<file path="src/rtl/sle_pkg.sv">
`timescale 1ns / 1ps
`default_nettype none
// ----------------------------------------------------------------------------
// sle_pkg
// shared constants, command codes and controller/datapath signal groups
// ----------------------------------------------------------------------------
package sle_pkg;

  localparam int unsigned DefDepth     = 16;
  localparam int unsigned DefWordWidth = 32;
  localparam int unsigned KindW        = 3;
  localparam int unsigned PosW         = 5;
  localparam int unsigned DataW        = 32;
  localparam int unsigned StatW        = 2;
  localparam int unsigned CapW         = 5;
  localparam int unsigned LenW         = 5;

  localparam logic [KindW-1:0] KIND_APPEND  = 3'd0;
  localparam logic [KindW-1:0] KIND_INSERT  = 3'd1;
  localparam logic [KindW-1:0] KIND_DELETE  = 3'd2;
  localparam logic [KindW-1:0] KIND_REVERSE = 3'd3;
  localparam logic [KindW-1:0] KIND_SORT    = 3'd4;
  localparam logic [KindW-1:0] KIND_DUMP    = 3'd5;
  localparam logic [KindW-1:0] KIND_CLEAR   = 3'd6;

  localparam logic [StatW-1:0] STAT_OK    = 2'd0;
  localparam logic [StatW-1:0] STAT_FULL  = 2'd1;
  localparam logic [StatW-1:0] STAT_BAD   = 2'd2;
  localparam logic [StatW-1:0] STAT_EMPTY = 2'd3;

  // datapath operations
  typedef enum logic [3:0] {
    OP_NONE,
    OP_LATCH,    // capture command fields
    OP_RD_A,     // read entry at idx a
    OP_RD_B,     // read entry at idx b
    OP_HOLD_A,   // keep read data in a register
    OP_WR_A_B,   // write read data (entry b) to idx a
    OP_WR_B_A,   // write held a to b
    OP_WR_A_RD,  // write read data to idx a
    OP_WR_A_VAL, // write command value to idx a
    OP_CNT_INC,
    OP_CNT_DEC,
    OP_CNT_CLR
  } dp_op_e;

  typedef struct packed {
    dp_op_e      op;
    logic [6:0]  idx_a;   // wide enough for any depth in range
    logic [6:0]  idx_b;
    logic        emit;
    logic [StatW-1:0] status;
    logic        use_rd;  // data output from read data
    logic        use_hold; // data output from the hold register
    logic        last;
  } dp_cmd_t;

  typedef struct packed {
    logic        a_gt_b;  // held a above read b, signed
  } dp_stat_t;

endpackage
`default_nettype wire

</file>
<file path="src/rtl/sle_ram.sv">
`timescale 1ns / 1ps
`default_nettype none
// ----------------------------------------------------------------------------
// sle_ram
// generic single-port-write ram with one registered read port
// ----------------------------------------------------------------------------
module sle_ram #(
  parameter int unsigned Width = 32,
  parameter int unsigned Depth = 16
) (
  input  wire logic                     clk_i,
  input  wire logic                     we_i,
  input  wire logic [$clog2(Depth)-1:0] waddr_i,
  input  wire logic [Width-1:0]         wdata_i,
  input  wire logic [$clog2(Depth)-1:0] raddr_i,
  output logic      [Width-1:0]         rdata_o
);
  logic [Width-1:0] mem_q [Depth];

  always_ff @(posedge clk_i) begin
    if (we_i) begin
      mem_q[waddr_i] <= wdata_i;
    end
    rdata_o <= mem_q[raddr_i];
  end
endmodule
`default_nettype wire

</file>
<file path="src/rtl/sle_datapath.sv">
`timescale 1ns / 1ps
`default_nettype none
// ----------------------------------------------------------------------------
// sle_datapath
// element store, count, hold registers and result register
// ----------------------------------------------------------------------------
module sle_datapath import sle_pkg::*; #(
  parameter int unsigned Depth     = DefDepth,
  parameter int unsigned WordWidth = DefWordWidth
) (
  input  wire logic             clk_i,
  input  wire logic             rst_ni,
  input  wire dp_cmd_t          cmd_i,
  input  wire logic [DataW-1:0] value_i,
  output dp_stat_t              stat_o,
  output logic [LenW-1:0]       count_o,
  output logic                  done_o,
  output logic [StatW-1:0]      status_o,
  output logic [DataW-1:0]      data_o,
  output logic                  last_o
);
  localparam int unsigned AW = $clog2(Depth);

  logic [WordWidth-1:0] rdata, hold_q, val_q, wdata;
  logic [AW-1:0]        waddr, raddr;
  logic                 we;
  logic [LenW-1:0]      count_q;
  logic [DataW-1:0]     rd_data;

  // sign-extend or cut the 32 bit input into a stored word
  function automatic logic [WordWidth-1:0] to_word(input logic [DataW-1:0] v);
    logic [63:0] ext;
    ext = {{32{v[DataW-1]}}, v};
    return ext[WordWidth-1:0];
  endfunction

  function automatic logic [DataW-1:0] to_data(input logic [WordWidth-1:0] w);
    logic [127:0] ext;
    ext = {{(128-WordWidth){w[WordWidth-1]}}, w};
    return ext[DataW-1:0];
  endfunction

  assign raddr = (cmd_i.op == OP_RD_B) ? cmd_i.idx_b[AW-1:0] : cmd_i.idx_a[AW-1:0];

  always_comb begin
    we    = 1'b0;
    waddr = cmd_i.idx_a[AW-1:0];
    wdata = rdata;
    case (cmd_i.op)
      OP_WR_A_B: begin
        we = 1'b1; wdata = rdata;
      end
      OP_WR_B_A: begin
        we = 1'b1; waddr = cmd_i.idx_b[AW-1:0]; wdata = hold_q;
      end
      OP_WR_A_RD: begin
        we = 1'b1;
      end
      OP_WR_A_VAL: begin
        we = 1'b1; wdata = val_q;
      end
      default: ;
    endcase
  end

  sle_ram #(.Width(WordWidth), .Depth(Depth)) u_ram (
    .clk_i, .we_i(we), .waddr_i(waddr), .wdata_i(wdata),
    .raddr_i(raddr), .rdata_o(rdata)
  );

  assign stat_o.a_gt_b = $signed(hold_q) > $signed(rdata);
  assign rd_data       = to_data(rdata);

  always_ff @(posedge clk_i) begin
    if (cmd_i.op == OP_LATCH) val_q <= to_word(value_i);
    if (cmd_i.op == OP_HOLD_A) hold_q <= rdata;
    if (cmd_i.emit) begin
      status_o <= cmd_i.status;
      data_o   <= cmd_i.use_rd ? rd_data : (cmd_i.use_hold ? to_data(hold_q) : '0);
      last_o   <= cmd_i.last;
    end
  end

  always_ff @(posedge clk_i or negedge rst_ni) begin
    if (!rst_ni) begin
      count_q <= '0;
      done_o  <= 1'b0;
    end else begin
      done_o <= cmd_i.emit;
      unique case (cmd_i.op)
        OP_CNT_INC: count_q <= count_q + LenW'(1);
        OP_CNT_DEC: count_q <= count_q - LenW'(1);
        OP_CNT_CLR: count_q <= '0;
        default: ;
      endcase
    end
  end

  assign count_o = count_q;

  cnt_bound_a: assert property (@(posedge clk_i) disable iff (!rst_ni)
    32'(count_q) <= Depth) else $error("count beyond depth");
  inc_a: assert property (@(posedge clk_i) disable iff (!rst_ni)
    cmd_i.op == OP_CNT_INC |=> count_q == $past(count_q) + LenW'(1))
    else $error("count increment lost");
  dec_a: assert property (@(posedge clk_i) disable iff (!rst_ni)
    cmd_i.op == OP_CNT_DEC |-> count_q != '0) else $error("count underflow");
endmodule
`default_nettype wire

</file>
<file path="src/rtl/sle_ctrl.sv">
`timescale 1ns / 1ps
`default_nettype none
// ----------------------------------------------------------------------------
// sle_ctrl
// command sequencer driving the datapath one ram access per cycle
// ----------------------------------------------------------------------------
module sle_ctrl import sle_pkg::*; #(
  parameter int unsigned Depth = DefDepth
) (
  input  wire logic             clk_i,
  input  wire logic             rst_ni,
  input  wire logic             start_i,
  input  wire logic [KindW-1:0] kind_i,
  input  wire logic [PosW-1:0]  position_i,
  input  wire logic [CapW-1:0]  capacity_i,
  input  wire logic [LenW-1:0]  count_i,
  input  wire dp_stat_t         stat_i,
  output dp_cmd_t               cmd_o,
  output logic                  busy_o
);
  localparam logic [3:0] S_IDLE   = 4'd0;
  localparam logic [3:0] S_DISP   = 4'd1;
  localparam logic [3:0] S_SHR    = 4'd2;  // insert: read i-1
  localparam logic [3:0] S_SHRW   = 4'd3;  // insert: write i
  localparam logic [3:0] S_INSW   = 4'd4;
  localparam logic [3:0] S_DRD    = 4'd5;  // delete: read target
  localparam logic [3:0] S_DOUT   = 4'd6;
  localparam logic [3:0] S_SHL    = 4'd7;
  localparam logic [3:0] S_SHLW   = 4'd8;
  localparam logic [3:0] S_PRA    = 4'd9;  // pair: read a
  localparam logic [3:0] S_PHA    = 4'd10; // pair: hold a
  localparam logic [3:0] S_PCMP   = 4'd11; // pair: read b
  localparam logic [3:0] S_PWB    = 4'd12; // pair: compare / write a
  localparam logic [3:0] S_DMPR   = 4'd13;
  localparam logic [3:0] S_DMPE   = 4'd14;
  localparam logic [3:0] S_FIN    = 4'd15;

  localparam int unsigned IW = 7;

  logic [3:0]       state_q, state_d;
  logic [KindW-1:0] kind_q;
  logic [PosW-1:0]  pos_q;
  logic [IW-1:0]    i_q, i_d, j_q, j_d;
  logic [StatW-1:0] fst_q, fst_d;
  logic [IW-1:0]    cap, cnt, pos;
  logic             full;

  assign cnt  = IW'(count_i);
  assign pos  = IW'(pos_q);
  assign cap  = (32'(capacity_i) > Depth) ? IW'(Depth) : IW'(capacity_i);
  assign full = cnt >= cap;
  assign busy_o = state_q != S_IDLE;

  always_comb begin
    state_d = state_q;
    i_d     = i_q;
    j_d     = j_q;
    fst_d   = fst_q;
    cmd_o   = '0;
    cmd_o.op = OP_NONE;
    cmd_o.idx_a = i_q;
    cmd_o.idx_b = j_q;
    cmd_o.status = fst_q;
    cmd_o.last = 1'b1;
    unique case (state_q)
      S_IDLE: if (start_i) begin
        cmd_o.op = OP_LATCH;
        state_d  = S_DISP;
      end
      S_DISP: begin
        fst_d   = STAT_OK;
        state_d = S_FIN;
        case (kind_q)
          KIND_APPEND: begin
            if (full) fst_d = STAT_FULL;
            else begin
              i_d = cnt; state_d = S_INSW;
            end
          end
          KIND_INSERT: begin
            if (full) fst_d = STAT_FULL;
            else if (pos < 7'd1 || pos > cnt + 7'd1) fst_d = STAT_BAD;
            else begin
              i_d = cnt;
              state_d = (cnt > pos - 7'd1) ? S_SHR : S_INSW;
            end
          end
          KIND_DELETE: begin
            if (pos < 7'd1 || pos > cnt) fst_d = STAT_BAD;
            else begin
              i_d = pos - 7'd1; state_d = S_DRD;
            end
          end
          KIND_REVERSE: if (cnt > 7'd1) begin
            i_d = '0; j_d = cnt - 7'd1; state_d = S_PRA;
          end
          KIND_SORT: if (cnt > 7'd1) begin
            i_d = '0; j_d = 7'd1; state_d = S_PRA;
          end
          KIND_DUMP: begin
            if (cnt == '0) fst_d = STAT_EMPTY;
            else begin
              i_d = '0; state_d = S_DMPR;
            end
          end
          KIND_CLEAR: cmd_o.op = OP_CNT_CLR;
          default: ;
        endcase
      end
      // insert shift: store[i] = store[i-1] for i from count down to pos
      S_SHR: begin
        cmd_o.op = OP_RD_A; cmd_o.idx_a = i_q - 7'd1; state_d = S_SHRW;
      end
      S_SHRW: begin
        cmd_o.op = OP_WR_A_RD;
        i_d = i_q - 7'd1;
        state_d = (i_q - 7'd1 > pos - 7'd1) ? S_SHR : S_INSW;
      end
      S_INSW: begin
        cmd_o.op = OP_WR_A_VAL; cmd_o.idx_a = i_q; state_d = S_FIN;
        i_d = '1;
      end
      S_DRD: begin
        cmd_o.op = OP_RD_A; state_d = S_DOUT;
      end
      // keep the deleted word for the result in the final cycle
      S_DOUT: begin
        cmd_o.op = OP_HOLD_A;
        state_d = (i_q + 7'd1 < cnt) ? S_SHL : S_FIN;
        i_d = i_q;
      end
      S_SHL: begin
        cmd_o.op = OP_RD_A; cmd_o.idx_a = i_q + 7'd1; state_d = S_SHLW;
      end
      S_SHLW: begin
        cmd_o.op = OP_WR_A_RD;
        i_d = i_q + 7'd1;
        state_d = (i_q + 7'd2 < cnt) ? S_SHL : S_FIN;
      end
      S_PRA: begin
        cmd_o.op = OP_RD_A; state_d = S_PHA;
      end
      S_PHA: begin
        cmd_o.op = OP_HOLD_A; state_d = S_PCMP;
      end
      S_PCMP: begin
        // read b now, compare next
        cmd_o.op = OP_RD_B; state_d = S_PWB;
      end
      S_PWB: begin
        if (kind_q == KIND_REVERSE || stat_i.a_gt_b) begin
          cmd_o.op = OP_WR_A_B;  // store[a] = read b
          state_d = S_DMPE;      // then write held a to b
        end else begin
          state_d = S_PRA;
          if (kind_q == KIND_SORT) begin
            if (j_q + 7'd1 < cnt) j_d = j_q + 7'd1;
            else if (i_q + 7'd2 < cnt) begin
              i_d = i_q + 7'd1; j_d = i_q + 7'd2;
            end else state_d = S_FIN;
          end
        end
      end
      S_DMPE: begin
        if (kind_q == KIND_DUMP) begin
          cmd_o.emit = 1'b1; cmd_o.use_rd = 1'b1; cmd_o.status = STAT_OK;
          cmd_o.last = (i_q + 7'd1 == cnt);
          i_d = i_q + 7'd1;
          state_d = (i_q + 7'd1 == cnt) ? S_IDLE : S_DMPR;
        end else begin
          cmd_o.op = OP_WR_B_A;
          state_d = S_PRA;
          if (kind_q == KIND_REVERSE) begin
            i_d = i_q + 7'd1; j_d = j_q - 7'd1;
            if (i_q + 7'd1 >= j_q - 7'd1) state_d = S_FIN;
          end else begin
            if (j_q + 7'd1 < cnt) j_d = j_q + 7'd1;
            else if (i_q + 7'd2 < cnt) begin
              i_d = i_q + 7'd1; j_d = i_q + 7'd2;
            end else state_d = S_FIN;
          end
        end
      end
      S_DMPR: begin
        cmd_o.op = OP_RD_A; state_d = S_DMPE;
      end
      // result word leaves with the count update so length is current
      S_FIN: begin
        state_d = S_IDLE;
        cmd_o.emit = 1'b1;
        if (kind_q == KIND_DELETE && fst_q == STAT_OK) begin
          cmd_o.op = OP_CNT_DEC;
          cmd_o.use_hold = 1'b1;
        end else if ((kind_q == KIND_APPEND || kind_q == KIND_INSERT) &&
                     fst_q == STAT_OK) begin
          cmd_o.op = OP_CNT_INC;
        end
      end
      default: state_d = S_IDLE;
    endcase
  end

  always_ff @(posedge clk_i) begin
    if (state_q == S_IDLE && start_i) begin
      kind_q <= kind_i;
      pos_q  <= position_i;
    end
  end

  always_ff @(posedge clk_i or negedge rst_ni) begin
    if (!rst_ni) begin
      state_q <= S_IDLE;
      i_q     <= '0;
      j_q     <= '0;
      fst_q   <= STAT_OK;
    end else begin
      state_q <= state_d;
      i_q     <= i_d;
      j_q     <= j_d;
      fst_q   <= fst_d;
    end
  end

  idle_a: assert property (@(posedge clk_i) disable iff (!rst_ni)
    state_q == S_IDLE |-> !cmd_o.emit) else $error("result while idle");
  acc_a: assert property (@(posedge clk_i) disable iff (!rst_ni)
    state_q == S_IDLE && start_i |=> state_q == S_DISP) else $error("start lost");
  ptr_a: assert property (@(posedge clk_i) disable iff (!rst_ni)
    state_q == S_PRA |-> 32'(i_q) < Depth && 32'(j_q) < Depth)
    else $error("pair index out of range");
endmodule
`default_nettype wire

</file>
<file path="src/rtl/sequential_list_engine.sv">
`timescale 1ns / 1ps
`default_nettype none
// ----------------------------------------------------------------------------
// sequential_list_engine
// ordered list of signed words with append, insert, delete, reverse, sort,
// dump and clear commands
// ----------------------------------------------------------------------------
// channel   direction  handshake              payload
// command   in         start & !busy          kind_i, position_i, value_i
// result    out        done_o (one cycle)     status_o, data_o, last_o, length_o
// config    in         capacity_we_i          capacity_i
//
// insert shifts the words from the position on up one by one, delete shifts
// the words behind the target down, dump reads out each word, reverse swaps
// pairs from both ends inward and sort compares pairs and swaps those out of
// order. the controller issues one ram read or one write per cycle;
// busy drops in the cycle of the last result word.
// asynchronous active-low reset empties the list and sets capacity to 16,
// capped at the depth; store contents are not cleared. results cannot be stalled.
// ----------------------------------------------------------------------------
module sequential_list_engine import sle_pkg::*; #(
  parameter int unsigned Depth     = DefDepth,
  parameter int unsigned WordWidth = DefWordWidth
) (
  input  wire logic             clk_i,
  input  wire logic             rst_ni,
  input  wire logic             start,
  output logic                  busy,
  input  wire logic [KindW-1:0] kind_i,
  input  wire logic [PosW-1:0]  position_i,
  input  wire logic [DataW-1:0] value_i,
  input  wire logic             capacity_we_i,
  input  wire logic [CapW-1:0]  capacity_i,
  output logic                  done_o,
  output logic [StatW-1:0]      status_o,
  output logic [DataW-1:0]      data_o,
  output logic                  last_o,
  output logic [LenW-1:0]       length_o
);
  dp_cmd_t         cmd;
  dp_stat_t        stat;
  logic [LenW-1:0] count;
  logic [CapW-1:0] cap_q;

  // capacity register, reset to 16 (the default depth)
  always_ff @(posedge clk_i or negedge rst_ni) begin
    if (!rst_ni) cap_q <= CapW'(16);
    else if (capacity_we_i) cap_q <= capacity_i;
  end

  sle_ctrl #(.Depth(Depth)) u_ctrl (
    .clk_i, .rst_ni, .start_i(start), .kind_i, .position_i,
    .capacity_i(cap_q), .count_i(count), .stat_i(stat),
    .cmd_o(cmd), .busy_o(busy)
  );

  sle_datapath #(.Depth(Depth), .WordWidth(WordWidth)) u_dp (
    .clk_i, .rst_ni, .cmd_i(cmd), .value_i, .stat_o(stat), .count_o(count),
    .done_o, .status_o, .data_o, .last_o
  );

  // length follows the count after the command completes
  assign length_o = count;
endmodule
`default_nettype wire
</file>
<file path="config.mk">
export PLATFORM = sky130hd
export DESIGN_NAME = sequential_list_engine
export DESIGN_NICKNAME = d
export VERILOG_FILES = /design/src/rtl/sle_pkg.sv /design/src/rtl/sle_ram.sv /design/src/rtl/sle_datapath.sv /design/src/rtl/sle_ctrl.sv /design/src/rtl/sequential_list_engine.sv
export SDC_FILE = /design/constraint.sdc
export NUM_CORES = 1
export LEC_CHECK = 0
export BUFFER_PORTS_ARGS = -buffer_cell sky130_fd_sc_hd__buf_4
export CAP_MARGIN = 20
export CORE_ASPECT_RATIO = 2
export CORE_MARGIN = 4
export CORE_UTILIZATION = 50
export CTS_BUF_LIST = sky130_fd_sc_hd__clkbuf_8
export CTS_CLUSTER_SIZE = 10
export DETAILED_ROUTE_END_ITERATION = 12
export GPL_TIMING_DRIVEN = 0
export PLACE_DENSITY_LB_ADDON = 0.15
export SLEW_MARGIN = 20
export SYNTH_ARGS = -nofsm -noshare
export SYNTH_HDL_FRONTEND = slang
export SYNTH_SLANG_ARGS = --single-unit
</file>
<file path="constraint.sdc">
create_clock -name clk_i -period 13.85 [get_ports clk_i]
set_clock_uncertainty 0.05 [all_clocks]
set_input_delay 2.77 -clock clk_i [delete_from_list [all_inputs] [get_ports clk_i]]
set_output_delay 2.77 -clock clk_i [all_outputs]
set_load 0.05 [all_outputs]
</file>
==> results of run 1 <==
-- layer usage --
layer	track usage (%)	vias to the layer above	wire length, µm
met3	4.40	316	4750
met5	0	-	0
li1	-	8861	-
met2	54.2	863	51600
met1	30.5	10112	32600
met4	20.0	0	7550
-- path summary, 6_finish.rpt --
path / start / endpoint / cells past startpoint
hold / removal: u_dp.u_ram.rdata_o[28]$_DFF_P_ / u_dp.hold_q[28]$_DFFE_PN_ / 0
max in group asynchronous: rst_ni / cap_q[4]$_DFFE_PN1P_ / 1
hold reg to reg: u_dp.u_ram.rdata_o[28]$_DFF_P_ / u_dp.hold_q[28]$_DFFE_PN_ / 0
setup / recovery: u_ctrl.i_q[0]$_DFFE_PN0P_ / u_dp.u_ram.rdata_o[6]$_DFF_P_ / 12
min in group asynchronous: rst_ni / u_ctrl.state_q[2]$_DFFE_PN0P_ / 1
setup reg to reg: u_ctrl.i_q[0]$_DFFE_PN0P_ / u_dp.u_ram.rdata_o[6]$_DFF_P_ / 12
-- per-stage QoR --
stage | instance area [µm²] | setup WS, ps
floorplan | 30400 | 8970
global placement | 32000 | 4250
detailed placement | 32900 | 8540
CTS | 34800 | 8480
global route | 34800 | 8440
finish | 34800 | 8540
-- critical path: cells and delay by family (launching register included) --
family | cells | cell delay [ps]
and+or+nand+nor | 2 | 480
adders and majority gates | 1 | 770
DFF | 1 | 740
buffers and inverters | 4 | 1620
muxes | 1 | 370
AOI/OAI and AO/OA | 4 | 1070
-- state kept, by name, summed over array words and instances, names as in the netlist --
register / count
cap_q: 5
u_ctrl.state_q: 4
u_dp.val_q: 32
u_ctrl.j_q: 7
u_ctrl.pos_q: 5
u_dp.last_o: 1
u_ctrl.kind_q: 3
u_ctrl.fst_q: 2
u_dp.done_o: 1
u_ctrl.i_q: 7
u_dp.u_ram.mem_q: 512
u_dp.status_o: 2
u_dp.data_o: 32
u_dp.u_ram.rdata_o: 32
u_dp.count_o: 5
u_dp.hold_q: 32
-- area by class of cell --
type / instances / share of cell area, %
inverter: 68 / 0.733
multi-input combinational: 1309 / 28.1
clock inverter: 70 / 1.09
clock buffer: 109 / 4.31
sequential: 682 / 57.5
tap: 774 / 2.78
timing repair buffer: 163 / 4.09
buffer: 110 / 1.45
antenna: 1 / 0.00719
-- power groups by stage --
stage	Clock (mW)	Combinational (mW)	Sequential, mW
floorplan	0	2.83	3.29
global placement	0	4.49	3.31
CTS	1.57	4.73	3.25
finish	1.55	4.77	3.25
global route	1.67	5.06	3.29
detailed placement	0	4.71	3.29
-- cell families (layout without fill, tap and decap cells) --
logic type,after synthesis,in the layout,share of synthesized area (%)
flops,682,682,65.8
buf+inv,178,520,2.50
other cells,0,1,0
fa+ha+maj,97,97,4.02
xor+xnor,37,37,1.07
compound gates,401,401,9.40
simple gates,504,504,7.75
mux,270,270,9.46
-- synth_stat cells, drive strengths merged, types with 3 or more instances --
library cell    n  area (µm²)
edfxtp        619       18600
nand2         268        1010
mux2i         138        1380
mux2          132        1490
o211ai        132         996
ha             96        1200
inv            66         248
clkbuf         57         234
o21ai          57         285
a21oi          55         279
nor2           54         221
buf            53         272
nand4          48         307
nor3           37         205
a22o           35         307
nand3          35         175
a22oi          33         248
dfxtp          32         641
dfrtp          30         751
xnor2          21         184
xor2           16         140
a21o           12        90.1
nor2b          12        75.1
and3           10        62.6
o21a           10        75.1
a211oi          9        85.1
a31oi           9        56.3
nand2b          6        37.5
o22ai           6        37.5
and2            5        31.3
and3b           5        43.8
nor4            5        46.3
a211o           4        36.3
a221oi          4        52.6
a41oi           4        35.0
nand3b          4        30.0
nor3b           4        30.0
o2bb2ai         4        35.0
a21boi          3        22.5
o31ai           3        22.5
or2             3        18.8
==> impl_metrics.env, run 1 <==
export IMPL_synth_edf_count=619
export IMPL_power_density_mw_per_mm2=275
export IMPL_synth_cell_area_mm2=0.0304
export IMPL_finalPower_mw=9.57
export IMPL_postSynthAreaPerCell_um2=14.0
export IMPL_area_growth_pct=14.5
export IMPL_maxCapViolCount=0
export IMPL_cp_start_kind="flip-flop"
export IMPL_cts_resized=0
export IMPL_async_reset_ff_share_pct=4.55
export IMPL_timing_setup_tns_ps=0
export IMPL_path_class="flip-flop to flip-flop"
export IMPL_place_hpwl_um=71500
export IMPL_end_kind="flip-flop"
export IMPL_dp_cells=3106
export IMPL_min_period_ps=5310
export IMPL_grt_pass1_wl_um=140000
export IMPL_grt_use_total_pct=29.5
export IMPL_wire_per_inst_um=29.4
export IMPL_slew_headroom_pct=21.9
export IMPL_p_sw_share_pct=44.6
export IMPL_cts_sinks=682
export IMPL_p_leak_nw=12.7
export IMPL_syn_nets=2315
export IMPL_cts_buffers=95
export IMPL_htreeDepth=3
export IMPL_n_fill_cell=4839
export IMPL_insertion_delay_ps=710
export IMPL_synthDistinctLibCells=81
export IMPL_crit_path_max_fanout=10
export IMPL_cp_arrival_ps=5790
export IMPL_cp_common_cell="buf_2"
export IMPL_critPathMaxStageDelay_ps=770
export IMPL_initial_core_util_pct=50.6
export IMPL_fin_cells=3286
export IMPL_setup_viol=0
export IMPL_p_switching_mw=4.27
export IMPL_max_freq_mhz=188
export IMPL_drt_first_pass_iters=5
export IMPL_portBuffers=90
export IMPL_tritoncts="yes"
export IMPL_vias_per_cell=6.13
export IMPL_first_iter_violations=1664
export IMPL_hp_class="flip-flop to flip-flop"
export IMPL_synthFlopType="edfxtp_1"
export IMPL_fin_nets=2575
export IMPL_rsz0062_at_grt="no"
export IMPL_postCtsHoldBufs=0
export IMPL_power_frac_clock_pct=16.2
export IMPL_drt_wl_total_um=96500
export IMPL_power_frac_comb_pct=49.8
export IMPL_die_area_mm2=0.0651
export IMPL_rrSetupSlack_ps=8540
export IMPL_ys_warn_count=0
export IMPL_clock_path_buffers=3
export IMPL_drc=0
export IMPL_p_int_mw=5.30
export IMPL_ff_latch_area_mm2=0.0200
export IMPL_rows=127
export IMPL_layout_commonest_cell="edfxtp_1"
export IMPL_layout_drive_gt1_share_pct=20.6
export IMPL_multi_input_area_mm2=0.00977
export IMPL_fin_crit_sh_pct=38.3
export IMPL_report_final_hold_viol_count=0
export IMPL_grt_max_degree=32
export IMPL_root_buffer="clkbuf_8"
export IMPL_die_y_um=357
export IMPL_post_route_util_pct=58.0
export IMPL_crit_chain="buf_1, inv_1, ha_1, and3b_1, a21oi_1, o22ai_1, o21ai_1, buf_2, buf_2, mux2_2, o211ai_1, nand4_1"
export IMPL_clkTransAtPathRegs_ps=70
export IMPL_ys_ff_latch=682
export IMPL_syn_instance_count=2169
export IMPL_grt_pass1_vias=21002
export IMPL_worst_slew_pin_slew_ps=1170
export IMPL_whs_ps=427
export IMPL_ir_drop_v=0.000174
export IMPL_postCtsSetupRepairBufs=0
export IMPL_antenna_found_initial=1
export IMPL_vias=20152
export IMPL_ant_nets=0
export IMPL_drv_slew=0
export IMPL_core_area_mm2=0.0601
export IMPL_die_x_um=182
export IMPL_power_frac_seq_pct=34.0
export IMPL_layout_common_cells="619 x edfxtp_1, 268 x nand2_1, 138 x mux2i_1"
export IMPL_status="completed"
export IMPL_grt_ovfl_total=0
export IMPL_ys_seq_area_share_pct=65.8
export IMPL_crit_required_ps=14330
export IMPL_place_gp_congestion=1.01
export IMPL_crit_slowest_cell="ha_1"
export IMPL_ios=91
No activity file was read; power rests on OpenSTA's default activity.
==> run 2, diff against run 1 <==
ABC_AREA = 1   (was not set)
clock period = 4.7 ns   (was 13.85 ns; I/O delays follow)
==> impl_metrics.env, run 2 <==
export IMPL_status="completed"
export IMPL_fin_cells=3881
export IMPL_cp_start_kind="flip-flop"
export IMPL_cts_sinks=682
export IMPL_die_y_um=361
export IMPL_place_hpwl_um=76000
export IMPL_timing_setup_tns_ps=0
export IMPL_drt_first_pass_iters=6
export IMPL_die_x_um=185
export IMPL_rsz0062_at_grt="no"
export IMPL_post_route_util_pct=57.8
export IMPL_drv_slew=0
export IMPL_maxCapViolCount=0
export IMPL_first_iter_violations=2114
export IMPL_syn_instance_count=2764
export IMPL_crit_path_max_fanout=17
export IMPL_synth_edf_count=619
export IMPL_tritoncts="yes"
export IMPL_ir_drop_v=0.000511
export IMPL_async_reset_ff_share_pct=4.55
export IMPL_portBuffers=89
export IMPL_vias_per_cell=6.02
export IMPL_grt_use_total_pct=31.1
export IMPL_postSynthAreaPerCell_um2=11.3
export IMPL_clkTransAtPathRegs_ps=80
export IMPL_drc=0
export IMPL_min_period_ps=4490
export IMPL_yosys_area_top_type="edfxtp_1"
export IMPL_fin_crit_sh_pct=95.6
export IMPL_cts_buffers=97
export IMPL_dp_cells=3688
export IMPL_ios=91
export IMPL_whs_ps=105
export IMPL_largest_reg_flops=512
export IMPL_postCtsHoldBufs=0
export IMPL_hp_class="input pin to asynchronous set/reset pin"
export IMPL_root_buffer="clkbuf_8"
export IMPL_slew_headroom_pct=23.2
export IMPL_place_gp_congestion=0.994
export IMPL_initial_core_util_pct=50.5
export IMPL_path_class="flip-flop to flip-flop"
export IMPL_grt_pass1_wl_um=152000
export IMPL_rows=129
export IMPL_yosysMostFrequentCell="edfxtp_1"
export IMPL_insertion_delay_ps=750
export IMPL_netlist_area_leader_share_pct=59.5
export IMPL_drt_wl_total_um=105000
export IMPL_ff_latch_area_mm2=0.0200
export IMPL_design_area_mm2=0.0357
export IMPL_grt_pass1_vias=24013
export IMPL_grt_ovfl_total=0
export IMPL_htreeDepth=3
export IMPL_ys_top_cells_by_area="edfxtp_1 60%, o211ai_1 7.0%, nand2_1 6.0%"
export IMPL_ys_seq_area_share_pct=64.1
export IMPL_layout_commonest_cell="edfxtp_1"
export IMPL_setup_viol=0
export IMPL_cp_arrival_ps=4880
export IMPL_p_leak_nw=13.6
export IMPL_syn_nets=2910
export IMPL_crit_required_ps=5080
export IMPL_ant_nets=0
export IMPL_vias=23353
export IMPL_end_kind="flip-flop"
export IMPL_layout_common_cells="619 x edfxtp_1, 502 x nand2_1, 313 x inv_1"
export IMPL_n_fill_cell=5211
export IMPL_max_freq_mhz=222
export IMPL_worst_slew_pin_slew_ps=1150
export IMPL_layout_setup_ws_ps=205
export IMPL_dp_slack_ps=345
export IMPL_finalPower_mw=29.7
export IMPL_dpl_cell_area_mm2=0.0335
export IMPL_synthFlopType="edfxtp_1"
export IMPL_synthDistinctLibCells=54
export IMPL_power_density_mw_per_mm2=831
export IMPL_wire_per_inst_um=27.0
export IMPL_ys_ff_latch=682
export IMPL_regMostFlops="u_dp.u_ram.mem_q"
export IMPL_ys_warn_count=0
export IMPL_area_growth_pct=14.3
export IMPL_postCtsSetupRepairBufs=0
export IMPL_multi_input_area_mm2=0.00923
export IMPL_fin_nets=3155
export IMPL_core_area_mm2=0.0618
export IMPL_layout_drive_gt1_share_pct=13.8
export IMPL_clock_path_buffers=3
export IMPL_die_area_mm2=0.0668
export IMPL_report_final_hold_viol_count=0
export IMPL_cts_resized=0
export IMPL_antenna_found_initial=2
export IMPL_ys_top_cells_by_count="619 x edfxtp_1, 502 x nand2_1, 300 x inv_1, 292 x o211ai_1, 171 x a21oi_1"
export IMPL_synth_cell_area_mm2=0.0312
export IMPL_grt_max_degree=32
## run 2: kinds of logic after synthesis
family | after synthesis | share of synthesized area, %
fa+ha+maj | 97 | 3.91
buf+inv | 463 | 6.48
compound gates | 704 | 14.1
xor+xnor | 27 | 0.817
simple gates | 788 | 10.6
flops | 682 | 64.1
mux | 3 | 0.108
## run 2: worst paths after layout
path	slack (ps)	cells past startpoint	end	from
max in group asynchronous	4060	1	cap_q[4]$_DFFE_PN1P_	rst_ni
min in group clk_i	320	1	u_ctrl.kind_q[2]$_DFFE_PP_	kind_i[2]
min	100	1	u_ctrl.i_q[2]$_DFFE_PN0P_	rst_ni
min reg2reg	410	0	u_dp.hold_q[14]$_DFFE_PN_	u_dp.u_ram.rdata_o[14]$_DFF_P_
max reg2reg	210	16	u_dp.u_ram.mem_q[3][27]$_DFFE_PP_	u_dp.u_ram.rdata_o[31]$_DFF_P_
max	210	16	u_dp.u_ram.mem_q[3][27]$_DFFE_PP_	u_dp.u_ram.rdata_o[31]$_DFF_P_
## run 2: area by class of cell
cell class / count / share of cell area [%]
antenna: 1 / 0.00701
buffer: 151 / 2.39
clock buffer: 120 / 4.63
clock inverter: 64 / 1.30
inverter: 312 / 3.28
multi-input combinational: 1619 / 25.8
sequential: 682 / 56.0
tap: 786 / 2.75
timing repair buffer: 146 / 3.78
## run 2: routing by layer
layer	track usage, %	routed length, µm	up-vias
li1	-	-	10465
met1	31.8	33600	11211
met2	56.6	55100	1255
met3	5.20	7190	422
met4	21.9	8830	0
met5	0	0	-
## run 2: report_power, final
group,internal (mW),switching [mW]
clock,2.66,2.38
sequential,8.78,0.478
combinational,4.38,11.0
total,15.8,13.9
## run 2: critical path: stages, from the launching register on
cell,delay (ps)
dfxtp_1,360
inv_1,70
ha_1,360
nand2_1,120
nor2_1,230
nand2_1,200
nor4_2,730
nand2_1,180
nand3_1,110
nand3_1,160
nand2_1,110
nand2_1,70
nand3_1,270
buf_2,280
nand2_1,130
inv_2,480
buf_16,250
